$ cat config.mk
export PLATFORM = sky130hd
export DESIGN_NAME = voxel_dilation_box_query
export DESIGN_NICKNAME = d
export VERILOG_FILES = /design/src/hw/rtl/vdbq_pkg.sv /design/src/hw/rtl/vdbq_ram.sv /design/src/hw/rtl/voxel_dilation_box_query.sv
export SDC_FILE = /design/constraint.sdc
export NUM_CORES = 2
export LEC_CHECK = 0
export CORE_ASPECT_RATIO = 0.8
export CORE_MARGIN = 1
export CORE_UTILIZATION = 30
export DETAILED_ROUTE_END_ITERATION = 10
export DONT_BUFFER_PORTS = 1
export GPL_TIMING_DRIVEN = 0
export HOLD_SLACK_MARGIN = 0.15
export PLACE_DENSITY = 0.44
export REMOVE_ABC_BUFFERS = 1
export SLEW_MARGIN = 20
export SYNTH_ARGS = -nofsm -noshare
export SYNTH_HDL_FRONTEND = slang
export SYNTH_SLANG_ARGS = --single-unit
$ cat constraint.sdc
create_clock -name clk -period 8.4 [get_ports clk]
set_input_delay 0.84 -clock clk [delete_from_list [all_inputs] [get_ports clk]]
set_output_delay 0.84 -clock clk [all_outputs]
set_load 0.03 [all_outputs]
$ cat src/hw/rtl/vdbq_pkg.sv
// Package for the voxel dilation box query block.
// Holds operation codes, the state machine type and the default chunk size constant.
// No dependencies.
`default_nettype none
package vdbq_pkg;
	localparam int CHUNK_LOG2_DEF = 3;

	typedef enum logic [1:0] {
		OP_LOAD  = 2'd0,
		OP_BUILD = 2'd1,
		OP_QUERY = 2'd2,
		OP_NONE  = 2'd3
	} op_t;

	typedef enum logic [2:0] {
		ST_IDLE,
		ST_LOAD_RD,
		ST_LOAD_WR,
		ST_BUILD,
		ST_QUERY,
		ST_OUT
	} state_t;
endpackage
`default_nettype wire

$ cat src/hw/rtl/vdbq_ram.sv
// Generic single-port-write, single-port-read RAM with registered read.
// No dependencies.
`default_nettype none
module vdbq_ram #(
	parameter int WIDTH = 8,
	parameter int DEPTH = 16
) (
	input  wire logic                     clk,
	input  wire logic                     we,
	input  wire logic [$clog2(DEPTH)-1:0] waddr,
	input  wire logic [WIDTH-1:0]         wdata,
	input  wire logic [$clog2(DEPTH)-1:0] raddr,
	output logic      [WIDTH-1:0]         rdata
);
	logic [WIDTH-1:0] mem [DEPTH];

	always_ff @(posedge clk) begin
		if (we) begin
			mem[waddr] <= wdata;
		end
		rdata <= mem[raddr];
	end
endmodule
`default_nettype wire

$ cat src/hw/rtl/voxel_dilation_box_query.sv
// Voxel dilation box query top level: handshake, control sequencer and mask store.
// Depends on vdbq_pkg and vdbq_ram.
`default_nettype none
// A load word reads, modifies and writes back one staging row (states LOAD_RD and
// LOAD_WR; a cell out of range is read but not written), a query is evaluated in state
// QUERY, and a build walks the staging store once, one row per cycle, over all (CS+2)^2
// rows; the single staging RAM port sets this pace. The result word sits in an output
// register; the next word is taken once it has been delivered. Loads give no result word.
module voxel_dilation_box_query
	import vdbq_pkg::*;
#(
	parameter int CHUNK_LOG2 = CHUNK_LOG2_DEF
) (
	input  wire logic        clk,
	input  wire logic        arst_n,
	input  wire logic        cfg_we,
	input  wire logic [7:0]  cfg_wdata,
	input  wire logic        s_tvalid,
	output logic             s_tready,
	// operation[1:0], cell_x[5:2], cell_y[9:6], cell_z[13:10], material[21:14],
	// box_min_x[32:22], box_min_y[43:33], box_min_z[54:44], box_max_x[65:55],
	// box_max_y[76:66], box_max_z[87:77]
	input  wire logic [87:0] s_tdata,
	output logic             m_tvalid,
	input  wire logic        m_tready,
	// chunk_present[0], touches_solid[1], touches_water[2]
	output logic [7:0]       m_tdata
);
	localparam int CS = 1 << CHUNK_LOG2;
	localparam int SZ = CS + 2;
	localparam int NR = SZ * SZ;
	localparam int AW = $clog2(NR);
	localparam int CW = $clog2(SZ);
	localparam int MW = CS * CS;

	logic [7:0] water_q;
	state_t state_q, state_d;
	logic [87:0] word_q;
	logic [CW-1:0] ry_q, rz_q;
	logic rd_v_s1;
	logic [CW-1:0] ry_s1, rz_s1;
	logic [AW-1:0] raddr;
	logic [2*SZ-1:0] rdata, wdata_c;
	logic we_c;
	logic [MW-1:0] solid_q [CS];
	logic [MW-1:0] water_q2 [CS];
	logic present_q, any_q;
	logic [2:0] res_q;
	logic [CW-1:0] lx, ly, lz;
	logic load_ok;

	assign lx = CW'(word_q[5:2]);
	assign ly = CW'(word_q[9:6]);
	assign lz = CW'(word_q[13:10]);
	assign load_ok = (word_q[5:2] < 4'(SZ)) && (word_q[9:6] < 4'(SZ))
		&& (word_q[13:10] < 4'(SZ));

	always_comb begin
		raddr = AW'(ly) * AW'(SZ) + AW'(lz);
		if (state_q == ST_BUILD) begin
			raddr = AW'(ry_q) * AW'(SZ) + AW'(rz_q);
		end
	end

	always_comb begin
		logic [2*SZ-1:0] r;
		r = rdata;
		r[lx] = (word_q[21:14] > water_q);
		r[SZ + 32'(lx)] = (word_q[21:14] == water_q);
		wdata_c = r;
		we_c = (state_q == ST_LOAD_WR);
	end

	vdbq_ram #(.WIDTH(2*SZ), .DEPTH(NR)) u_stage (
		.clk(clk), .we(we_c), .waddr(raddr), .wdata(wdata_c),
		.raddr(raddr), .rdata(rdata)
	);

	logic build_last;
	assign build_last = (ry_q == CW'(SZ-1)) && (rz_q == CW'(SZ-1));

	// The last row's data arrives in the cycle after its address; the build ends there.
	logic last_s1, any_fin;
	assign last_s1 = rd_v_s1 && (ry_s1 == CW'(SZ-1)) && (rz_s1 == CW'(SZ-1));
	assign any_fin = any_q | (|rdata);

	always_comb begin
		state_d = state_q;
		case (state_q)
			ST_IDLE: begin
				if (s_tvalid) begin
					case (op_t'(s_tdata[1:0]))
						OP_LOAD:  state_d = ST_LOAD_RD;
						OP_BUILD: state_d = ST_BUILD;
						OP_QUERY: state_d = ST_QUERY;
						default:  state_d = ST_IDLE;
					endcase
				end
			end
			ST_LOAD_RD: state_d = load_ok ? ST_LOAD_WR : ST_IDLE;
			ST_LOAD_WR: state_d = ST_IDLE;
			ST_BUILD:   state_d = last_s1 ? ST_OUT : ST_BUILD;
			ST_QUERY:   state_d = ST_OUT;
			ST_OUT:     state_d = m_tready ? ST_IDLE : ST_OUT;
			default:    state_d = ST_IDLE;
		endcase
	end

	always_comb begin
		s_tready = (state_q == ST_IDLE);
		m_tvalid = (state_q == ST_OUT);
		m_tdata = {5'd0, res_q};
	end

	// Query: clamp the bounds and test the slices directly.
	function automatic logic [CW-1:0] clampv(input logic [10:0] v);
		logic [CW-1:0] r;
		if (v[10]) r = '0;
		else if (v > 11'(CS-1)) r = CW'(CS-1);
		else r = CW'(v);
		return r;
	endfunction

	logic qs_c, qw_c;
	always_comb begin
		logic [CW-1:0] x0, y0, z0, x1, y1, z1;
		logic [MW-1:0] m;
		x0 = clampv(word_q[32:22]);
		y0 = clampv(word_q[43:33]);
		z0 = clampv(word_q[54:44]);
		x1 = clampv(word_q[65:55]);
		y1 = clampv(word_q[76:66]);
		z1 = clampv(word_q[87:77]);
		m = '0;
		for (int z = 0; z < CS; z++) begin
			for (int x = 0; x < CS; x++) begin
				m[z*CS+x] = (CW'(x) >= x0) && (CW'(x) <= x1)
					&& (CW'(z) >= z0) && (CW'(z) <= z1);
			end
		end
		qs_c = 1'b0;
		qw_c = 1'b0;
		for (int y = 0; y < CS; y++) begin
			if ((CW'(y) >= y0) && (CW'(y) <= y1)) begin
				qs_c = qs_c | (|(solid_q[y] & m));
				qw_c = qw_c | (|(water_q2[y] & m));
			end
		end
		if (!present_q || x0 > x1 || y0 > y1 || z0 > z1) begin
			qs_c = 1'b0;
			qw_c = 1'b0;
		end
	end

	// Build: row (y,z) dilated in x contributes to outputs y-2..y, z-2..z (shifted by one).
	logic [SZ-1:0] ds, dw;
	always_comb begin
		ds = (rdata[SZ-1:0] | (rdata[SZ-1:0] << 1) | (rdata[SZ-1:0] >> 1));
		dw = (rdata[2*SZ-1:SZ] | (rdata[2*SZ-1:SZ] << 1) | (rdata[2*SZ-1:SZ] >> 1));
	end

	always_ff @(posedge clk or negedge arst_n) begin
		if (!arst_n) begin
			state_q <= ST_IDLE;
			water_q <= 8'd1;
			present_q <= 1'b0;
			rd_v_s1 <= 1'b0;
			for (int i = 0; i < CS; i++) begin
				solid_q[i] <= '0;
				water_q2[i] <= '0;
			end
		end else begin
			state_q <= state_d;
			if (cfg_we) begin
				water_q <= cfg_wdata;
			end
			rd_v_s1 <= (state_q == ST_BUILD) && !last_s1;
			if (state_q == ST_IDLE && s_tvalid && s_tdata[1:0] == OP_BUILD) begin
				for (int i = 0; i < CS; i++) begin
					solid_q[i] <= '0;
					water_q2[i] <= '0;
				end
			end
			if (rd_v_s1) begin
				for (int y = 0; y < CS; y++) begin
					for (int z = 0; z < CS; z++) begin
						if (32'(ry_s1) >= y && 32'(ry_s1) <= y + 2
							&& 32'(rz_s1) >= z && 32'(rz_s1) <= z + 2) begin
							solid_q[y][z*CS +: CS] <= solid_q[y][z*CS +: CS] | ds[CS:1];
							water_q2[y][z*CS +: CS] <= water_q2[y][z*CS +: CS] | dw[CS:1];
						end
					end
				end
			end
			if (state_q == ST_BUILD && last_s1) begin
				present_q <= any_fin;
			end
		end
	end

	always_ff @(posedge clk) begin
		if (s_tready && s_tvalid) begin
			word_q <= s_tdata;
			ry_q <= '0;
			rz_q <= '0;
			any_q <= 1'b0;
		end
		if (state_q == ST_BUILD) begin
			ry_s1 <= ry_q;
			rz_s1 <= rz_q;
			if (!build_last) begin
				if (rz_q == CW'(SZ-1)) begin
					rz_q <= '0;
					ry_q <= ry_q + 1'b1;
				end else begin
					rz_q <= rz_q + 1'b1;
				end
			end
		end
		if (rd_v_s1 && (|rdata)) begin
			any_q <= 1'b1;
		end
		if (state_q == ST_QUERY) begin
			res_q <= {qw_c, qs_c, present_q};
		end
		if (state_q == ST_BUILD && last_s1) begin
			res_q <= {2'b00, any_fin};
		end
	end

`ifndef SYNTH
	a_ready_out: assert property (@(posedge clk) disable iff (!arst_n)
		!(s_tready && m_tvalid)) else $error("input taken while result pending");
	a_out_hold: assert property (@(posedge clk) disable iff (!arst_n)
		m_tvalid && !m_tready |=> m_tvalid && $stable(m_tdata))
		else $error("result dropped");
	a_build_flags: assert property (@(posedge clk) disable iff (!arst_n)
		m_tvalid && word_q[1:0] == OP_BUILD |-> m_tdata[2:1] == 2'b00)
		else $error("build result carries touch flags");
	a_absent: assert property (@(posedge clk) disable iff (!arst_n)
		m_tvalid && !m_tdata[0] |-> m_tdata[2:1] == 2'b00)
		else $error("absent chunk touched");
`endif
endmodule
`default_nettype wire

* After elaboration in Yosys (flattened, before gate mapping) *
Memory sizes are Yosys's and may differ from the RTL's. A register that Yosys moved wholly into a read port is not among the register bits.
Cells that the tools add are included.

cells by class
  eq/ne operators = 13
  $lt $le $gt $ge = 95
  $add $sub $neg = 5
  bitwise operators = 163
  mux-type cells = 187
  reductions and logical operators = 308
  multipliers = 2

operator list
  kind                                                                               count
  512-bit 2-to-1 mux                                                                 4
  64-bit AND                                                                         16
  8-bit 2-to-1 mux                                                                   128
  8-bit OR                                                                           128
  64-bit OR reduction                                                                16
  1-bit logical AND                                                                  283
  4-bit 2-to-1 mux                                                                   20
  11-bit by 3-bit greater-than comparator with 1-bit output (second input constant)  6
  3-bit by 4-bit >= comparator with 1-bit output (first input constant)              12
  3-bit by 4-bit less-or-equal comparator with 1-bit output (first input constant)   12
  20-bit bitwise mux                                                                 2
  9-bit OR                                                                           4
  4-bit by 3-bit >= comparator with 1-bit output (second input constant)             8
  4-bit by 3-bit less-or-equal comparator with 1-bit output (second input constant)  8
  1-bit by 4-bit >= comparator with 1-bit output (first input constant)              6
  2-bit by 4-bit >= comparator with 1-bit output (first input constant)              6
  1-bit by 4-bit less-or-equal comparator with 1-bit output (first input constant)   6
  2-bit by 4-bit less-or-equal comparator with 1-bit output (first input constant)   6
  1-bit 2-to-1 mux                                                                   24
  20-bit OR reduction                                                                1
  4-bit equality test (second input constant)                                        4
  4-bit by 2-bit >= comparator with 1-bit output (second input constant)             4
  4-bit by 2-bit less-or-equal comparator with 1-bit output (second input constant)  4
  4-bit less-or-equal comparator (second input constant)                             4
  other kinds (31)                                                                   61

storage, ports and cells
  output and inout port bits = 10
  RAM bits = 2000
  bits of input ports = 101
  bits in registers = 1145
  memories kept = 1
  logic and storage cells = 802

memory list
  memory       words  width  rd ports  clocked after memory_dff  write ports  RTL line        source
  u_stage.mem  100    20     1         1                         1            vdbq_ram.sv:15  logic [WIDTH-1:0] mem [DEPTH];

* Logic depth before layout (Yosys ltp) *
  word-level depth = 25
  gate-level depth with buffers = 19
  mapped depth without buffers = 14

* By module *
A second synthesis with hierarchy kept.

second synthesis, totals
  cell total of the unflattened synthesis = 8433
  area, all modules = 126543.9 um^2

by module, submodules not included
  module                    seq. area each (um^2)  area an instance (um^2)  instances  cells an instance
  vdbq_ram                  60458.0                77246.6                  1          3424
  voxel_dilation_box_query  29024.1                49297.3                  1          5009

* Worst setup path before layout *
No wires, ideal clock.

  kind = register -> register
  start point = register word_q[15]
  end point = memory u_stage.mem[0][3] (netlist name) (data pin)
  setup slack = 1.645 ns
  path buffers = 0
  period minus slack after synthesis = 6.755 ns
  library setup time = 1.052 ns
  stages on the path, launching flop included = 12
  data arrival time = 5.703 ns
  required time = 7.348 ns
  path through = edfxtp_1 -> ha_1 -> nor2b_1 -> o21ai_0 -> nand2b_1 -> a21oi_1 -> nor2_1 -> a211oi_1 -> nor2_1 -> nand3b_1 -> o21ai_0 -> a222oi_1

between the ends
  longest elaborated chain between the ends = 3
  elaborated cells between the ends (all ways) = 4
  classes of those cells = order compare: 1; eq/ne: 1; mux: 2

ends and longest elaborated chain
  element                        RTL line                         source
  start: declaration             voxel_dilation_box_query.sv:38   logic [87:0] word_q;
  start signal: assignment       voxel_dilation_box_query.sv:203  word_q <= s_tdata;
  8-bit greater-than comparator  voxel_dilation_box_query.sv:68   r[lx] = (word_q[21:14] > water_q);
  20-bit bitwise mux             voxel_dilation_box_query.sv:68
  20-bit bitwise mux (*)         voxel_dilation_box_query.sv:69   r[SZ + 32'(lx)] = (word_q[21:14] == water_q);
  named net u_stage.wdata[3]     vdbq_ram.sv:11                   input wire logic [WIDTH-1:0] wdata,
  end: declaration               vdbq_ram.sv:15

Mark *: on every way through the listed nets, which the timed path passes. The rest lies on a longest branch.

* Worst setup path in the final report *
  start point = register state_q[2]
  end point = register u_stage.rdata[16] (read register of u_stage.mem)

between the ends
  longest elaborated chain between the ends = 2

ends and longest elaborated chain
  element                                         RTL line                         source
  start: declaration                              voxel_dilation_box_query.sv:37   state_t state_q, state_d;
  start signal: assignment                        voxel_dilation_box_query.sv:173  state_q <= state_d;
  3-bit by 2-bit equality test with 1-bit output  voxel_dilation_box_query.sv:60   if (state_q == ST_BUILD) begin
  7-bit 2-to-1 mux                                voxel_dilation_box_query.sv:60
  end: declaration                                vdbq_ram.sv:13                   output logic [WIDTH-1:0] rdata

No other way between the ends.
A chain may end at the register's enable or synchronous reset.

==> flow_summary_export.csv <==
group,metric,value,unit
global_routing,grt_pass1_wl,715000,µm
clocking,clk_pin_slew_worst_paths,0.07,ns
global_routing,grt_pass1_vias,84053,
cells_and_area,nFillCells,38311,
power,p_clk_share,25.3,%
clocking,clk_path_buf_depth,4,
placement,numPortBuffers,0,
clocking,cts_tree,"done",
synth,async_flop_share,32.8,%
sta,grt_setup_unrepaired,"false",
drt,totalWireLength,526000,µm
power,p_sw,23.3,mW
synth,synth-edff-count,2095,
synth,synth-seq-area-share,73.0,%
die,dieHeight,574,µm
synth,syn-instance-count,8977,
clocking,insertion_delay,0.99,ns
power,p_per_area,388,nW/µm²
sta,timing.slew.headroom,6.19,%
synth,ys_warn_count,0,
critical_path,crit_required,9.08,ns
synth,netlist-cell-type-count,83,
synth,ys_ff_latch,3163,
critical_path,cp.arrival,8.58,ns
sta,timing.final.crit_period,7.90,ns
die,die_area,411000,µm²
drt,vias,89228,
critical_path,cp-end-kind,"flip-flop",
global_routing,grt_usage,24.8,%
clocking,htree_levels,5,
die,die_w,716,µm
clocking,clkSinkCount,3163,
power,p_sw_share,39.6,%
synth,ys.flop_type,"edfxtp_1",
cells_and_area,instances_no_fill,15270,
drt,ant_nets,0,
critical_path,cp_max_fo,34,
power,internal_power,35.5,mW
sta,worstMarginPinSlew,1.41,ns
drt,drc,0,
synth,yosysMostFrequentCell,"edfxtp_1",
placement,place_congestion,0.886,
sta,finalSetupViolCount,0,
clocking,numCtsBuffers,336,
sta,final_hold_viol_count,0,
power,power_frac_seq,38.1,%
synth,yosys-top-cells-count,"2,095 x edfxtp_1, 1,260 x nand2_1, 1,036 x dfrtp_1, 995 x o21ai_0, 738 x a22oi_1",
drt,via_per_inst,5.84,
sta,fmaxAchievable,127,MHz
clocking,cts_resized,0,
drt,detail_route.wl_per_cell,34.5,µm
drt,first_pass_iters,6,
sta,drv_slew,0,
die,num_rows,209,
power,worst_ir_drop_vdd,0.439,mV
die,io_pins,111,
cells_and_area,drive_above_1_share,16.9,%
synth,avgSynthCellArea,13.6,µm²
placement,dp.cells,14519,
synth,synth_area_leader_cell,"edfxtp_1",
power,leakagePower,54.2,nW
global_routing,antenna_found_initial,60,
status,status,"completed",
cells_and_area,synthToLayoutAreaGrowth,23.7,%
critical_path,start_kind,"flip-flop",
critical_path,crit_type,"reg -> reg",
cells_and_area,nets,9722,
die,coreArea,406000,µm²
global_routing,grt_start_max_net_pins,1038,
clocking,clock-root-buffer,"clkbuf_16",
sta,clock_skew,0.0909,ns
synth,synth.cell_area,122000,µm²
clocking,postCtsSetupRepairBufs,0,
synth,synth_area_leaders,"edfxtp_1 51%, dfrtp_1 21%, a22oi_1 4.5%",
hold_path,min_path_type,"in -> async",
synth,synth_top_area_share,51.4,%
job,drv_cap,0,
power,combPwrFrac,36.6,%
sta,timing.final.crit_share,94.1,%
global_routing,grt_overflow,0,
drt,drtIter0Drc,13310,
sta,final.setup.tns,0,ns
die,initial_core_util,30.2,%
placement,hpwl,369000,µm
[worst max-delay path: stages (launching register included)]
cell      delay [ns]
dfrtp_1         0.50
nand2b_1        0.27
or2_2           0.55
inv_1           0.83
mux2_2          1.02
nor3_2          0.30
buf_4           0.28
buf_6           0.16
buf_4           0.18
buf_4           0.20
buf_4           0.20
buf_4           0.18
buf_4           0.18
a22oi_1         0.18
nand4_1         0.71
o21ai_0         0.41
nor2_1          0.06
o21ai_0         0.84
nand4_1         0.43
[final cells by class]
| class | instances | area [µm²] | share of cell area (%) |
|---|---|---|---|
| multi-input combinational | 5160 | 32600 | 21.5 |
| inverter | 28 | 110 | 0.0726 |
| antenna | 36 | 90.1 | 0.0594 |
| tap | 5380 | 6730 | 4.44 |
| clock inverter | 167 | 1570 | 1.04 |
| clock buffer | 443 | 9240 | 6.09 |
| sequential | 3163 | 89500 | 59.0 |
| timing repair buffer | 893 | 11800 | 7.76 |
[per-stage QoR]
step	setup WS (ns)	hold WS [ns]	power, mW	util, %	instance area, µm²
floorplan	-10.87	0.442	30.7	-	120000
global placement	-80.31	0.460	39.8	31.2	127000
detailed placement	0.761	0.466	43.4	34.4	140000
CTS	0.736	-0.477	58.3	37.3	151000
global route	0.317	0.207	60.4	37.3	151000
finish	0.498	0.186	58.8	37.3	152000
[cells by family after synthesis]
group           count (synthesis)  share of synthesized area (%)
other cells                     2                        0.00613
compound gates               2897                           16.0
xor+xnor                       11                         0.0786
fa+ha+maj                      39                          0.423
flops                        3163                           73.0
simple gates                 2147                           7.64
buf+inv                       663                           2.13
mux                            55                          0.657
[routing by layer]
layer | global-route usage, % | share of wire (%)
met4 | 9.83 | 4.5
met5 | 0 | 0.029
met3 | 6.13 | 11
met2 | 34.5 | 41
met1 | 36.8 | 44
[layout by cell type, fill, tap and decap left out, types with 28 or more instances in the layout]
master         instances
a21oi_1              223
a221oi_1             277
a222oi_1              52
a22o_1               292
a22oi_1              738
a31oi_1              104
a32o_1                33
buf_12                83
buf_16               165
buf_2                 53
buf_4                360
buf_6                103
buf_8                 28
clkbuf_1              70
clkbuf_16            341
clkbuf_8              32
clkinv_1              48
clkinv_2              66
dfrtp_1             1035
dfxtp_1               31
diode_2               36
dlygate4sd3_1         98
edfxtp_1            2095
ha_1                  35
nand2_1             1242
nand3_1               86
nand4_1              198
nor2_1               183
nor2_4               137
nor3_2                40
nor4_1                31
o21ai_0              990
[sequential cells by signal, summed over array words and instances (netlist names), 8 cells and up]
register	flops
water_q2	512
u_stage.rdata	20
word_q	86
u_stage.mem	2000
solid_q	512
water_q	8
[power by group through the flow]
stage	sequential (mW)	clock, mW	combinational, mW
final	22.4	14.9	21.5
after global routing	22.6	15.6	22.2
after CTS	22.3	15.1	20.9
after detailed placement	22.6	0	20.8
after global placement	23.4	0	16.4
after floorplan	22.4	0	8.31
[worst paths after layout]
check | cells past startpoint | startpoint | slack (ns) | end
worst max-delay path | 18 | state_q[2]$_DFFE_PN0P_ | 0.50 | u_stage.rdata[16]$_DFF_P_
worst min-delay path | 1 | arst_n | 0.19 | water_q2[273]$_DFF_PN0_
worst max register to register | 18 | state_q[2]$_DFFE_PN0P_ | 0.50 | u_stage.rdata[16]$_DFF_P_
worst min register to register | 2 | solid_q[240]$_DFF_PN0_ | 0.48 | solid_q[240]$_DFF_PN0_
max in group asynchronous | 4 | arst_n | 5.11 | water_q2[202]$_DFF_PN0_
min in group clk | 3 | m_tready | 0.23 | state_q[0]$_DFFE_PN0P_
[timing repair]
action	CTS	global route
setup endpoints to repair	0	0
hold buffers	97	1
hold endpoints to repair	1133	10
Power figures use the tool's default switching activity.
